--- src/hdl/audio_frame_header_parser_unit_defines.svh ---
// ----------------------------------------------------------------------------
// Audio frame header parser assertion macros
// Shared helpers for the concurrent checks of the header parser.
// ----------------------------------------------------------------------------
`ifndef AUDIO_FRAME_HEADER_PARSER_UNIT_DEFINES_SVH
`define AUDIO_FRAME_HEADER_PARSER_UNIT_DEFINES_SVH

// The consequent must hold in the same cycle as the antecedent.
`define AFHP_ASSERT_SAME(lbl, ante, cons, msg) \
    lbl: assert property (@(posedge i_clk) disable iff (!i_rst_n) (ante) |-> (cons)) \
        else $error(msg);

// The consequent must hold in the cycle after the antecedent.
`define AFHP_ASSERT_NEXT(lbl, ante, cons, msg) \
    lbl: assert property (@(posedge i_clk) disable iff (!i_rst_n) (ante) |=> (cons)) \
        else $error(msg);

`endif

--- src/hdl/afhp_pkg.sv ---
// ----------------------------------------------------------------------------
// Audio frame header parser package
// Stage types, header codes and constant lookup tables shared by the parser.
// ----------------------------------------------------------------------------
package afhp_pkg;

    localparam logic [1:0] VER_25      = 2'd0;
    localparam logic [1:0] VER_RSVD    = 2'd1;
    localparam logic [1:0] VER_2       = 2'd2;
    localparam logic [1:0] VER_1       = 2'd3;
    localparam logic [1:0] LAYER_III   = 2'd1;
    localparam logic [1:0] RTI_44K     = 2'd0;
    localparam logic [1:0] RTI_48K     = 2'd1;
    localparam logic [1:0] RTI_32K     = 2'd2;
    localparam logic [1:0] RTI_RSVD    = 2'd3;
    localparam logic [3:0] BRI_FREE    = 4'd0;
    localparam logic [3:0] BRI_BAD     = 4'd15;
    localparam logic [1:0] MODE_MONO   = 2'd3;
    localparam logic [3:0] ADTS_RTI_LIM = 4'd13;

    localparam logic [10:0] NUM_SCALE  = 11'd1440;
    localparam logic [8:0]  DIV_D      = 9'd441;
    localparam logic [11:0] DIV_RECIP  = 12'd2377;
    localparam int          DIV_SHIFT  = 20;

    typedef struct packed {
        logic        ok;
        logic        is_mpeg;
        logic        use_div;
        logic        pad;
        logic [18:0] num;
        logic [12:0] base_len;
        logic [12:0] samples;
        logic [16:0] rate;
        logic [1:0]  chans;
    } t_stage;

    typedef struct packed {
        logic        valid;
        logic [12:0] frame_len;
        logic [12:0] samples;
        logic [16:0] rate;
        logic [1:0]  chans;
    } t_result;

    function automatic logic [8:0] mp_kbps(input logic v1, input logic [3:0] bri);
        logic [8:0] k;
        if (v1) begin
            case (bri)
                4'd1:    k = 9'd32;
                4'd2:    k = 9'd40;
                4'd3:    k = 9'd48;
                4'd4:    k = 9'd56;
                4'd5:    k = 9'd64;
                4'd6:    k = 9'd80;
                4'd7:    k = 9'd96;
                4'd8:    k = 9'd112;
                4'd9:    k = 9'd128;
                4'd10:   k = 9'd160;
                4'd11:   k = 9'd192;
                4'd12:   k = 9'd224;
                4'd13:   k = 9'd256;
                4'd14:   k = 9'd320;
                default: k = 9'd0;
            endcase
        end else begin
            case (bri)
                4'd1:    k = 9'd8;
                4'd2:    k = 9'd16;
                4'd3:    k = 9'd24;
                4'd4:    k = 9'd32;
                4'd5:    k = 9'd40;
                4'd6:    k = 9'd48;
                4'd7:    k = 9'd56;
                4'd8:    k = 9'd64;
                4'd9:    k = 9'd80;
                4'd10:   k = 9'd96;
                4'd11:   k = 9'd112;
                4'd12:   k = 9'd128;
                4'd13:   k = 9'd144;
                4'd14:   k = 9'd160;
                default: k = 9'd0;
            endcase
        end
        return k;
    endfunction

    function automatic logic [16:0] mp_rate(input logic [1:0] ver, input logic [1:0] rti);
        logic [16:0] r;
        r = 17'd0;
        case (ver)
            VER_1: begin
                case (rti)
                    RTI_44K: r = 17'd44100;
                    RTI_48K: r = 17'd48000;
                    RTI_32K: r = 17'd32000;
                    default: r = 17'd0;
                endcase
            end
            VER_2: begin
                case (rti)
                    RTI_44K: r = 17'd22050;
                    RTI_48K: r = 17'd24000;
                    RTI_32K: r = 17'd16000;
                    default: r = 17'd0;
                endcase
            end
            VER_25: begin
                case (rti)
                    RTI_44K: r = 17'd11025;
                    RTI_48K: r = 17'd12000;
                    RTI_32K: r = 17'd8000;
                    default: r = 17'd0;
                endcase
            end
            default: r = 17'd0;
        endcase
        return r;
    endfunction

    function automatic logic [16:0] adts_rate(input logic [3:0] rti);
        logic [16:0] r;
        case (rti)
            4'd0:    r = 17'd96000;
            4'd1:    r = 17'd88200;
            4'd2:    r = 17'd64000;
            4'd3:    r = 17'd48000;
            4'd4:    r = 17'd44100;
            4'd5:    r = 17'd32000;
            4'd6:    r = 17'd24000;
            4'd7:    r = 17'd22050;
            4'd8:    r = 17'd16000;
            4'd9:    r = 17'd12000;
            4'd10:   r = 17'd11025;
            4'd11:   r = 17'd8000;
            4'd12:   r = 17'd7350;
            default: r = 17'd0;
        endcase
        return r;
    endfunction

endpackage

--- src/hdl/afhp_decode.sv ---
// ----------------------------------------------------------------------------
// Audio frame header parser decode stage
// Checks the header fields for the selected codec and prepares the length.
// ----------------------------------------------------------------------------
module afhp_decode (
    input  logic [55:0]     i_bytes,
    input  logic            i_codec_is_aac,
    output afhp_pkg::t_stage o_stage
);
    import afhp_pkg::*;

    logic [7:0]  b0, b1, b2, b3, b4, b5, b6;
    logic [1:0]  ver, lay, rti;
    logic [3:0]  bri, arti;
    logic        v1, mp_ok, ad_ok;
    logic [8:0]  kbps, m;
    logic [19:0] num_full;
    logic [11:0] m9;
    logic [10:0] m3;
    logic [10:0] exact;
    logic [2:0]  ach;
    logic [12:0] alen;
    logic [12:0] amin;
    logic [2:0]  blocks;

    assign b0 = i_bytes[7:0];
    assign b1 = i_bytes[15:8];
    assign b2 = i_bytes[23:16];
    assign b3 = i_bytes[31:24];
    assign b4 = i_bytes[39:32];
    assign b5 = i_bytes[47:40];
    assign b6 = i_bytes[55:48];

    assign ver = b1[4:3];
    assign lay = b1[2:1];
    assign bri = b2[7:4];
    assign rti = b2[3:2];
    assign v1  = (ver == VER_1);

    assign kbps     = mp_kbps(v1, bri);
    assign m        = (ver == VER_25) ? {kbps[7:0], 1'b0} : kbps;
    assign num_full = 20'(m) * 20'(NUM_SCALE);
    assign m9       = 12'(m) * 12'd9;
    assign m3       = 11'(m) * 11'd3;
    assign exact    = (rti == RTI_48K) ? m3 : m9[11:1];

    assign mp_ok = (b0 == 8'hFF) && ((b1 & 8'hE0) == 8'hE0) && (ver != VER_RSVD)
                && (lay == LAYER_III) && (bri != BRI_FREE) && (bri != BRI_BAD)
                && (rti != RTI_RSVD);

    assign arti   = b2[5:2];
    assign ach    = {b2[0], b3[7:6]};
    assign alen   = {b3[1:0], b4, b5[7:5]};
    assign amin   = b1[0] ? 13'd7 : 13'd9;
    assign blocks = {1'b0, b6[1:0]} + 3'd1;
    assign ad_ok  = (b0 == 8'hFF) && ((b1 & 8'hF6) == 8'hF0) && (arti < ADTS_RTI_LIM)
                 && ((ach == 3'd1) || (ach == 3'd2)) && (alen >= amin);

    always_comb begin
        if (i_codec_is_aac) begin
            o_stage.ok       = ad_ok;
            o_stage.is_mpeg  = 1'b0;
            o_stage.use_div  = 1'b0;
            o_stage.pad      = 1'b0;
            o_stage.num      = 19'd0;
            o_stage.base_len = alen;
            o_stage.samples  = {blocks, 10'd0};
            o_stage.rate     = adts_rate(arti);
            o_stage.chans    = ach[1:0];
        end else begin
            o_stage.ok       = mp_ok;
            o_stage.is_mpeg  = 1'b1;
            o_stage.use_div  = (rti == RTI_44K);
            o_stage.pad      = b2[1];
            o_stage.num      = num_full[18:0];
            o_stage.base_len = {2'b00, exact};
            o_stage.samples  = v1 ? 13'd1152 : 13'd576;
            o_stage.rate     = mp_rate(ver, rti);
            o_stage.chans    = (b3[7:6] == MODE_MONO) ? 2'd1 : 2'd2;
        end
    end

endmodule

--- src/hdl/afhp_div441.sv ---
// ----------------------------------------------------------------------------
// Audio frame header parser constant divider
// Two-stage reciprocal estimate of a quotient by 441 and its back product.
// ----------------------------------------------------------------------------
module afhp_div441 (
    input  logic        i_clk,
    input  logic        i_en2,
    input  logic        i_en3,
    input  logic [18:0] i_num,
    output logic [10:0] o_q,
    output logic [19:0] o_t
);
    import afhp_pkg::*;

    logic [30:0] r_prod;
    logic [10:0] r_q;
    logic [19:0] r_t;
    logic [10:0] n_q;
    logic [19:0] n_t;

    assign n_q = r_prod[DIV_SHIFT+10:DIV_SHIFT];
    assign n_t = 20'(n_q) * 20'(DIV_D);

    always_ff @(posedge i_clk) begin
        if (i_en2) begin
            r_prod <= 31'(i_num) * 31'(DIV_RECIP);
        end
        if (i_en3) begin
            r_q <= n_q;
            r_t <= n_t;
        end
    end

    assign o_q = r_q;
    assign o_t = r_t;

endmodule

--- src/hdl/afhp_finish.sv ---
// ----------------------------------------------------------------------------
// Audio frame header parser finishing stage
// Corrects the quotient, adds padding and zeroes the fields of a bad header.
// ----------------------------------------------------------------------------
module afhp_finish (
    input  afhp_pkg::t_stage  i_stage,
    input  logic [10:0]       i_q,
    input  logic [19:0]       i_t,
    output afhp_pkg::t_result o_res
);
    import afhp_pkg::*;

    logic [18:0] diff;
    logic        corr;
    logic [10:0] q;
    logic [12:0] base;
    logic [12:0] flen;
    logic        good;

    assign diff = i_stage.num - i_t[18:0];
    assign corr = (diff >= 19'(DIV_D));
    assign q    = i_q + 11'(corr);
    assign base = i_stage.use_div ? {2'b00, q} : i_stage.base_len;
    assign flen = base + 13'(i_stage.pad);
    assign good = i_stage.ok && (!i_stage.is_mpeg || (flen > 13'd4));

    always_comb begin
        o_res.valid     = good;
        o_res.frame_len = good ? flen : 13'd0;
        o_res.samples   = good ? i_stage.samples : 13'd0;
        o_res.rate      = good ? i_stage.rate : 17'd0;
        o_res.chans     = good ? i_stage.chans : 2'd0;
    end

endmodule

--- src/hdl/audio_frame_header_parser_unit.sv ---
// ----------------------------------------------------------------------------
// Audio frame header parser
// Parses an MPEG Layer III or ADTS header candidate in a four-stage pipeline.
// ----------------------------------------------------------------------------
// The slave stream carries seven header bytes per request, byte 0 lowest.
// The master stream returns one result per request: tuser is the valid flag
// and tdata holds frame length, samples per frame, sample rate and channels.
// All result fields are zero for a header that fails a check.
// The codec register is written through i_cfg_we and i_cfg_wdata; the user
// must write it only while the pipeline is empty; the block does not enforce.
// 0 selects MPEG Layer III and 1 selects ADTS.
// One request is taken every cycle while the master side does not stall.
// The four stages are decode, reciprocal multiply, back multiply and
// correction; the multiplier stages set the depth.
// Each stage holds while its successor is full and stalled, so a stalled
// receiver first fills the empty stages and only then drops s_axis_tready.
// Reset empties the pipeline and selects MPEG Layer III.
// ----------------------------------------------------------------------------
`include "audio_frame_header_parser_unit_defines.svh"

module audio_frame_header_parser_unit (
    input  logic        i_clk,
    input  logic        i_rst_n,
    input  logic        i_cfg_we,
    input  logic        i_cfg_wdata,
    input  logic        s_axis_tvalid,
    output logic        s_axis_tready,
    // header_byte0 .. header_byte6 from the lowest bit up
    input  logic [55:0] s_axis_tdata,
    output logic        m_axis_tvalid,
    input  logic        m_axis_tready,
    // frame_len, samples_per_frame, sample_rate_hz, channel_count, zero fill
    output logic [47:0] m_axis_tdata,
    // header_valid
    output logic        m_axis_tuser
);
    import afhp_pkg::*;

    logic    r_codec;
    logic    r_v1, r_v2, r_v3, r_v4;
    logic    en1, en2, en3, en4;
    t_stage  n_s1, r_s1, r_s2, r_s3;
    t_result n_out, r_out;
    logic [10:0] w_q;
    logic [19:0] w_t;

    assign en4 = !r_v4 || m_axis_tready;
    assign en3 = !r_v3 || en4;
    assign en2 = !r_v2 || en3;
    assign en1 = !r_v1 || en2;
    assign s_axis_tready = en1;

    always_ff @(posedge i_clk) begin
        if (!i_rst_n) begin
            r_codec <= 1'b0;
            r_v1    <= 1'b0;
            r_v2    <= 1'b0;
            r_v3    <= 1'b0;
            r_v4    <= 1'b0;
        end else begin
            if (i_cfg_we) begin
                r_codec <= i_cfg_wdata;
            end
            if (en1) begin
                r_v1 <= s_axis_tvalid;
            end
            if (en2) begin
                r_v2 <= r_v1;
            end
            if (en3) begin
                r_v3 <= r_v2;
            end
            if (en4) begin
                r_v4 <= r_v3;
            end
        end
    end

    afhp_decode u_decode (
        .i_bytes        (s_axis_tdata),
        .i_codec_is_aac (r_codec),
        .o_stage        (n_s1)
    );

    afhp_div441 u_div (
        .i_clk (i_clk),
        .i_en2 (en2),
        .i_en3 (en3),
        .i_num (r_s1.num),
        .o_q   (w_q),
        .o_t   (w_t)
    );

    afhp_finish u_finish (
        .i_stage (r_s3),
        .i_q     (w_q),
        .i_t     (w_t),
        .o_res   (n_out)
    );

    always_ff @(posedge i_clk) begin
        if (en1) begin
            r_s1 <= n_s1;
        end
        if (en2) begin
            r_s2 <= r_s1;
        end
        if (en3) begin
            r_s3 <= r_s2;
        end
        if (en4) begin
            r_out <= n_out;
        end
    end

    assign m_axis_tvalid = r_v4;
    assign m_axis_tuser  = r_out.valid;
    assign m_axis_tdata  = {3'b000, r_out.chans, r_out.rate, r_out.samples,
                            r_out.frame_len};

    `AFHP_ASSERT_SAME(a_inv_zero, m_axis_tvalid && !m_axis_tuser, m_axis_tdata == 48'd0,
        "Rejected header carries non-zero result fields.")
    `AFHP_ASSERT_SAME(a_good_fields, m_axis_tvalid && m_axis_tuser,
        (m_axis_tdata[44:43] != 2'd0) && (m_axis_tdata[12:0] > 13'd4)
        && (m_axis_tdata[42:26] != 17'd0),
        "Accepted header has an empty channel count, rate or length.")
    `AFHP_ASSERT_SAME(a_div_low, r_v3 && r_s3.use_div, w_t <= {1'b0, r_s3.num},
        "Quotient estimate by 441 exceeds the true quotient.")
    `AFHP_ASSERT_SAME(a_full_stall, r_v1 && r_v2 && r_v3 && r_v4 && !m_axis_tready,
        !s_axis_tready, "Full pipeline took a request under a stall.")
    `AFHP_ASSERT_NEXT(a_s1_fill, s_axis_tvalid && s_axis_tready, r_v1,
        "Accepted request did not enter the decode stage.")

endmodule
--- config.mk ---
export PLATFORM = sky130hd
export DESIGN_NAME = audio_frame_header_parser_unit
export DESIGN_NICKNAME = d
export VERILOG_FILES = /design/src/hdl/afhp_pkg.sv /design/src/hdl/afhp_decode.sv /design/src/hdl/afhp_div441.sv /design/src/hdl/afhp_finish.sv /design/src/hdl/audio_frame_header_parser_unit.sv
export VERILOG_INCLUDE_DIRS = /design/src /design/src/hdl
export SDC_FILE = /design/constraint.sdc
export NUM_CORES = 1
export LEC_CHECK = 0
export BUFFER_PORTS_ARGS = -buffer_cell sky130_fd_sc_hd__buf_2
export CORE_MARGIN = 5
export CORE_UTILIZATION = 40
export CTS_CLUSTER_DIAMETER = 40
export CTS_CLUSTER_SIZE = 14
export DETAILED_ROUTE_END_ITERATION = 10
export PLACE_DENSITY_LB_ADDON = 0.08
export SETUP_SLACK_MARGIN = 0.1
export SLEW_MARGIN = 10
export SYNTH_ARGS = -nofsm -noshare
export SYNTH_HDL_FRONTEND = slang
export SYNTH_HIERARCHICAL = 1
export SYNTH_SLANG_ARGS = --single-unit
--- constraint.sdc ---
create_clock -name i_clk -period 7.05 [get_ports i_clk]
set_clock_uncertainty 0.15 [all_clocks]
set_input_delay 0.705 -clock i_clk [delete_from_list [all_inputs] [get_ports i_clk]]
set_output_delay 0.705 -clock i_clk [all_outputs]
set_load 0.01 [all_outputs]
Word level (Yosys, flattened, before mapping) --
Memories as Yosys holds them, arrays and structs flattened. Index checks and enable logic that the tools add are counted.
Word-level totals: register bits after elaboration 316, word-level logic and storage cells 110, memories kept 3, input port bits 62, ROM bits 448, output and inout port bits 51
Memories:
- (no name shown) | depth 16, width 17, rd ports 1, clocked after Yosys merged registers in 0, write ports 0, RTL line afhp_pkg.sv:123 | case (rti)
- (no name shown) | depth 16, width 6, rd ports 1, clocked after Yosys merged registers in 0, write ports 0, RTL line afhp_pkg.sv:49 | case (bri)
- (no name shown) | depth 16, width 5, rd ports 1, clocked after Yosys merged registers in 0, write ports 0, RTL line afhp_pkg.sv:67 | case (bri)
Operators by class: equality and inequality tests 14, magnitude comparators 4, multiply operators 5, $add $sub $neg 4, reductions and logical operators 25, mux-type cells 12
Operator list (number):
- 68-bit 2-to-1 mux | 1
- 17-bit one-hot mux with 3 select lines | 1
- 16-bit one-hot mux with 3 select lines | 1
- 15-bit one-hot mux with 3 select lines | 1
- 14-bit one-hot mux with 3 select lines | 1
- 19-bit by 12-bit multiplier with 31-bit output (second input constant) | 1
- 11-bit 2-to-1 mux | 2
- 19-bit by 9-bit >= comparator with 1-bit output (second input constant) | 1
- 11-bit by 9-bit multiplier with 19-bit output (second input constant) | 1
- 19-bit subtractor | 1
- 9-bit 2-to-1 mux | 2
- 9-bit by 6-bit multiplier with 14-bit output (second input constant) | 1
- 13-bit by 1-bit adder with 13-bit output | 1
- 13-bit >= comparator | 1
- 13-bit by 3-bit > comparator with 1-bit output (second input constant) | 1
- 13-bit 2-to-1 mux | 1
- 9-bit by 4-bit multiplier with 12-bit output (second input constant) | 1
- 11-bit by 1-bit adder with 11-bit output | 1
- 1-bit logical AND | 11
- 9-bit by 2-bit multiplier with 11-bit output (second input constant) | 1
- 2-bit == test (second input constant) | 4
- 8-bit == test (second input constant) | 1
- 6-bit == test (second input constant) | 1
- 1-bit logical OR | 6
- other kinds (14) | 20

Longest topological paths before layout --
word-level depth 8, depth in mapped cells 23, gate-level depth less buffers 22

Modules after synthesis --
The synthesis kept the hierarchy.
By module, submodules not included:
- audio_frame_header_parser_unit | area each 7733.7 µm², seq. area each 7607.3 µm², cells an instance 274, times used 1
- afhp_div441 | area each 6092.1 µm², seq. area each 1171.1 µm², cells an instance 560, times used 1
- afhp_decode | area each 2742.6 µm², seq. area each 0.0 µm², cells an instance 394, times used 1
- afhp_finish | area each 2371.0 µm², seq. area each 0.0 µm², cells an instance 371, times used 1

Worst setup path before layout --
Ideal clock, no wire load.
path kind flip-flop to flip-flop, start register u_div.r_q[0], in the netlist u_div/o_q[0], end register r_out (netlist bit m_axis_tdata[13]) (data pin), arrival time 5948 ps, stages on the path, launching flop included 23, required time 6646 ps, setup time 254 ps, buffers on the path 2, setup slack 698 ps, clock period less this slack 6352 ps, cell sequence edfxtp_1 > buf_4 > ha_1 > fa_1 > nand2b_1 > a21boi_0 > o21ai_0 > a2111oi_0 > nor4_1 > o21ba_2 > mux2_2 > or4b_2 > ha_1 > xnor2_1 > a21oi_1 > ha_1 > o2111ai_1 > nor4_4 > nor2_1 > or3_4 > a2111oi_4 > buf_6 > nor2_2
On the way: cells in the longest elaborated chain, start to end 6
Ends and longest elaborated chain:
- from (decl) | RTL line afhp_div441.sv:16 | logic [10:0] r_q;
- from (signal assigned) | RTL line afhp_div441.sv:29 | r_q <= n_q;
- 11-bit by 1-bit adder with 11-bit output | RTL line afhp_finish.sv:22 | assign q = i_q + 11'(corr);
- 13-bit 2-to-1 mux | RTL line afhp_finish.sv:23 | assign base = i_stage.use_div ? {2'b00, q} : i_stage.base_len;
- 13-bit by 1-bit adder with 13-bit output | RTL line afhp_finish.sv:24 | assign flen = base + 13'(i_stage.pad);
- 13-bit by 3-bit > comparator with 1-bit output | RTL line afhp_finish.sv:25 | assign good = i_stage.ok && (!i_stage.is_mpeg || (flen > 13'd4));
- 1-bit logical OR | RTL line afhp_finish.sv:25
- 1-bit logical AND | RTL line afhp_finish.sv:25
- to (signal assigned) | RTL line audio_frame_header_parser_unit.sv:112 | r_out <= n_out;
- to (decl) | RTL line audio_frame_header_parser_unit.sv:43 | t_result n_out, r_out;
Every way passes these cells. A chain may end at the register's enable or synchronous reset.

Worst setup path after layout --
start register u_div.r_q[0], in the netlist u_div/o_q[0], end register r_out (netlist bit m_axis_tdata[35]) (data pin)
The elaborated chain is that of the path after synthesis.

==> impl_results.md <==
- Tmin final: 6.514 ns
- Max_slew headroom: 0.3433
- Die X: 227.2 um
- Pin count of the biggest net entering global routing: 70
- I/O Pins: 113
- Drt wl/cell: 16.30 um
- Post-CTS Hold Buffers: 0
- F_max: 0.1535 GHz
- Die ar.: 51,610 um^2
- TritonCTS clock tree: yes
- Num CTS Buffers: 44
- FP Rows: 79
- Starting Density: 0.4044
- Period utilization: 0.9240
- Total gr overflow: 0
- Synthesis-to-finish area growth: 13.67%
- Crit path arrival time: 6.67 ns
- Number of H-tree levels: 2
- Antenna Cells: 0
- Post-synthesis average cell area: 11.84 um^2
- Total Wirelength: 38,080 um
- Max_cap viols: 0
- GP Congestion: 0.8078
- Setup violators final: 0
- Max clock buf depth: 3
- Crit path max fanout: 36
- Worst skew pair latency: 0.56 ns
- WP data required: 7.21 ns
- RSZ-0062 raised after global routing: no
- # port buffers: 94
- Synth Instances: 1,593
- Share of cells above drive strength 1: 0.1423
- Hold Crit Class: in -> reg
- Max-slew violations: 0
- Layout fillers: 4,328
- CTS sink cnt: 293
- Final Hold Fails: 0
- Vias: 11,620
- NumNets Final: 2,066
- Final TNS setup: 0 ns
- DR DRC count: 0
- Placed wire-length estimate: 28,300 um
- Crit start category: flip-flop
- Antenna violations before repair: 0
- Drt initial violations: 635
- Die Y: 227.2 um
- Worst setup path class: reg -> reg
- Clk slew on worst S/H paths: 0.06 ns
- CTS root buf: clkbuf_16
- Final ANT Viol Nets: 0
- Worst setup EP type: flip-flop
- Core area: 46,650 um^2
- Cell Area, Synth: 18,870 um^2
- Slew at the pin with the worst max-slew slack: 0.9851 ns
- Syn. warnings: 6
- First-pass GRT wire length: 62,360 um
- Vias/cell: 4.973
- Status: completed
- Vias in the first global route: 11,760
- Global Route Usage Sum: 0.1506
- Pre-antenna DRT Iters: 5
## worst max-delay path, cell delays in order, from the launching register on
cell       delay, ns
edfxtp_1        0.43
ha_1            0.24
fa_1            0.40
nand2b_1        0.17
a21boi_1        0.22
o21ai_2         0.15
a2111oi_4       0.39
nor4_1          0.09
o21ba_2         0.23
mux2_2          0.26
or4b_2          0.73
ha_1            0.33
xnor2_1         0.19
a21oi_1         0.17
ha_1            0.23
o2111ai_2       0.20
nor4_4          0.41
nor2_1          0.11
or3_4           0.41
a2111oi_4       0.38
buf_12          0.26
nor2_1          0.08
## registers in the layout, indices dropped and copies added, names as in the netlist
register	flops
m_axis_tdata	45
m_axis_tuser	1
m_axis_tvalid	1
r_codec	1
r_s1	68
r_s2	68
r_s3	68
r_v1	1
r_v2	1
r_v3	1
u_div/o_q	11
u_div/o_t	16
u_div/r_prod	11
## final timing paths
check,startpoint,to,slack (ns),cells after the start
min,s_axis_tvalid,r_v1,0.20,3
min reg2reg,r_s1[19],r_s2[19],0.26,0
max,u_div/o_q[0],m_axis_tdata[35],0.54,21
max reg2reg,u_div/o_q[0],m_axis_tdata[35],0.54,21
## per-stage QoR
stage	hold slack (ns)	std cells	setup WS [ns]	area, um^2	utilization
2_1_floorplan	0.2503	1609	0.6985	18930	-
3_3_place_gp	0.2511	2254	0.2652	19850	0.4254
3_5_place_dp	0.2545	2254	0.2518	19850	0.4254
4_1_cts	0.1682	2336	0.2143	21410	0.4589
5_1_grt	0.1942	2336	0.1801	21450	0.4597
6_report	0.1990	2336	0.5359	21450	0.4597
## cell type report
cell class | count | area (um^2) | share of cell area
Clock buffer | 50 | 1145 | 0.05338
Tap cell | 607 | 759.5 | 0.03541
Clock inverter | 32 | 421.7 | 0.01966
Inverter | 218 | 827.0 | 0.03856
Sequential cell | 293 | 8750 | 0.4080
Timing Repair Buffer | 102 | 543.0 | 0.02532
Multi-Input combinational cell | 1034 | 9000 | 0.4197
## metal layers
metal  wire length [um]  track usage  vias to the layer above
met3               1425      0.02760                       57
li1                   -            -                     5796
met2              16980       0.2308                      187
met1              18950       0.2234                     5576
met4                720      0.03723                        0
met5                  0            0                        -
## timing repair
item                       in CTS  in global routing
setup endpoints to repair       0                 36
setup buffers                   0                  0
gates resized for setup         0                  8
## cell usage in the layout (no fill, tap or decap), types with 44 or more instances in the layout
cell	instances
nor2_1	95
edfxtp_1	288
o21ai_0	44
ha_1	232
buf_2	94
a21oi_1	68
inv_1	212
clkbuf_16	45
fa_1	79
nand2_1	102
Power is left out: the tool's default activity adds up to more than one toggle a clock period on the data nets, which glitch-free logic cannot reach.
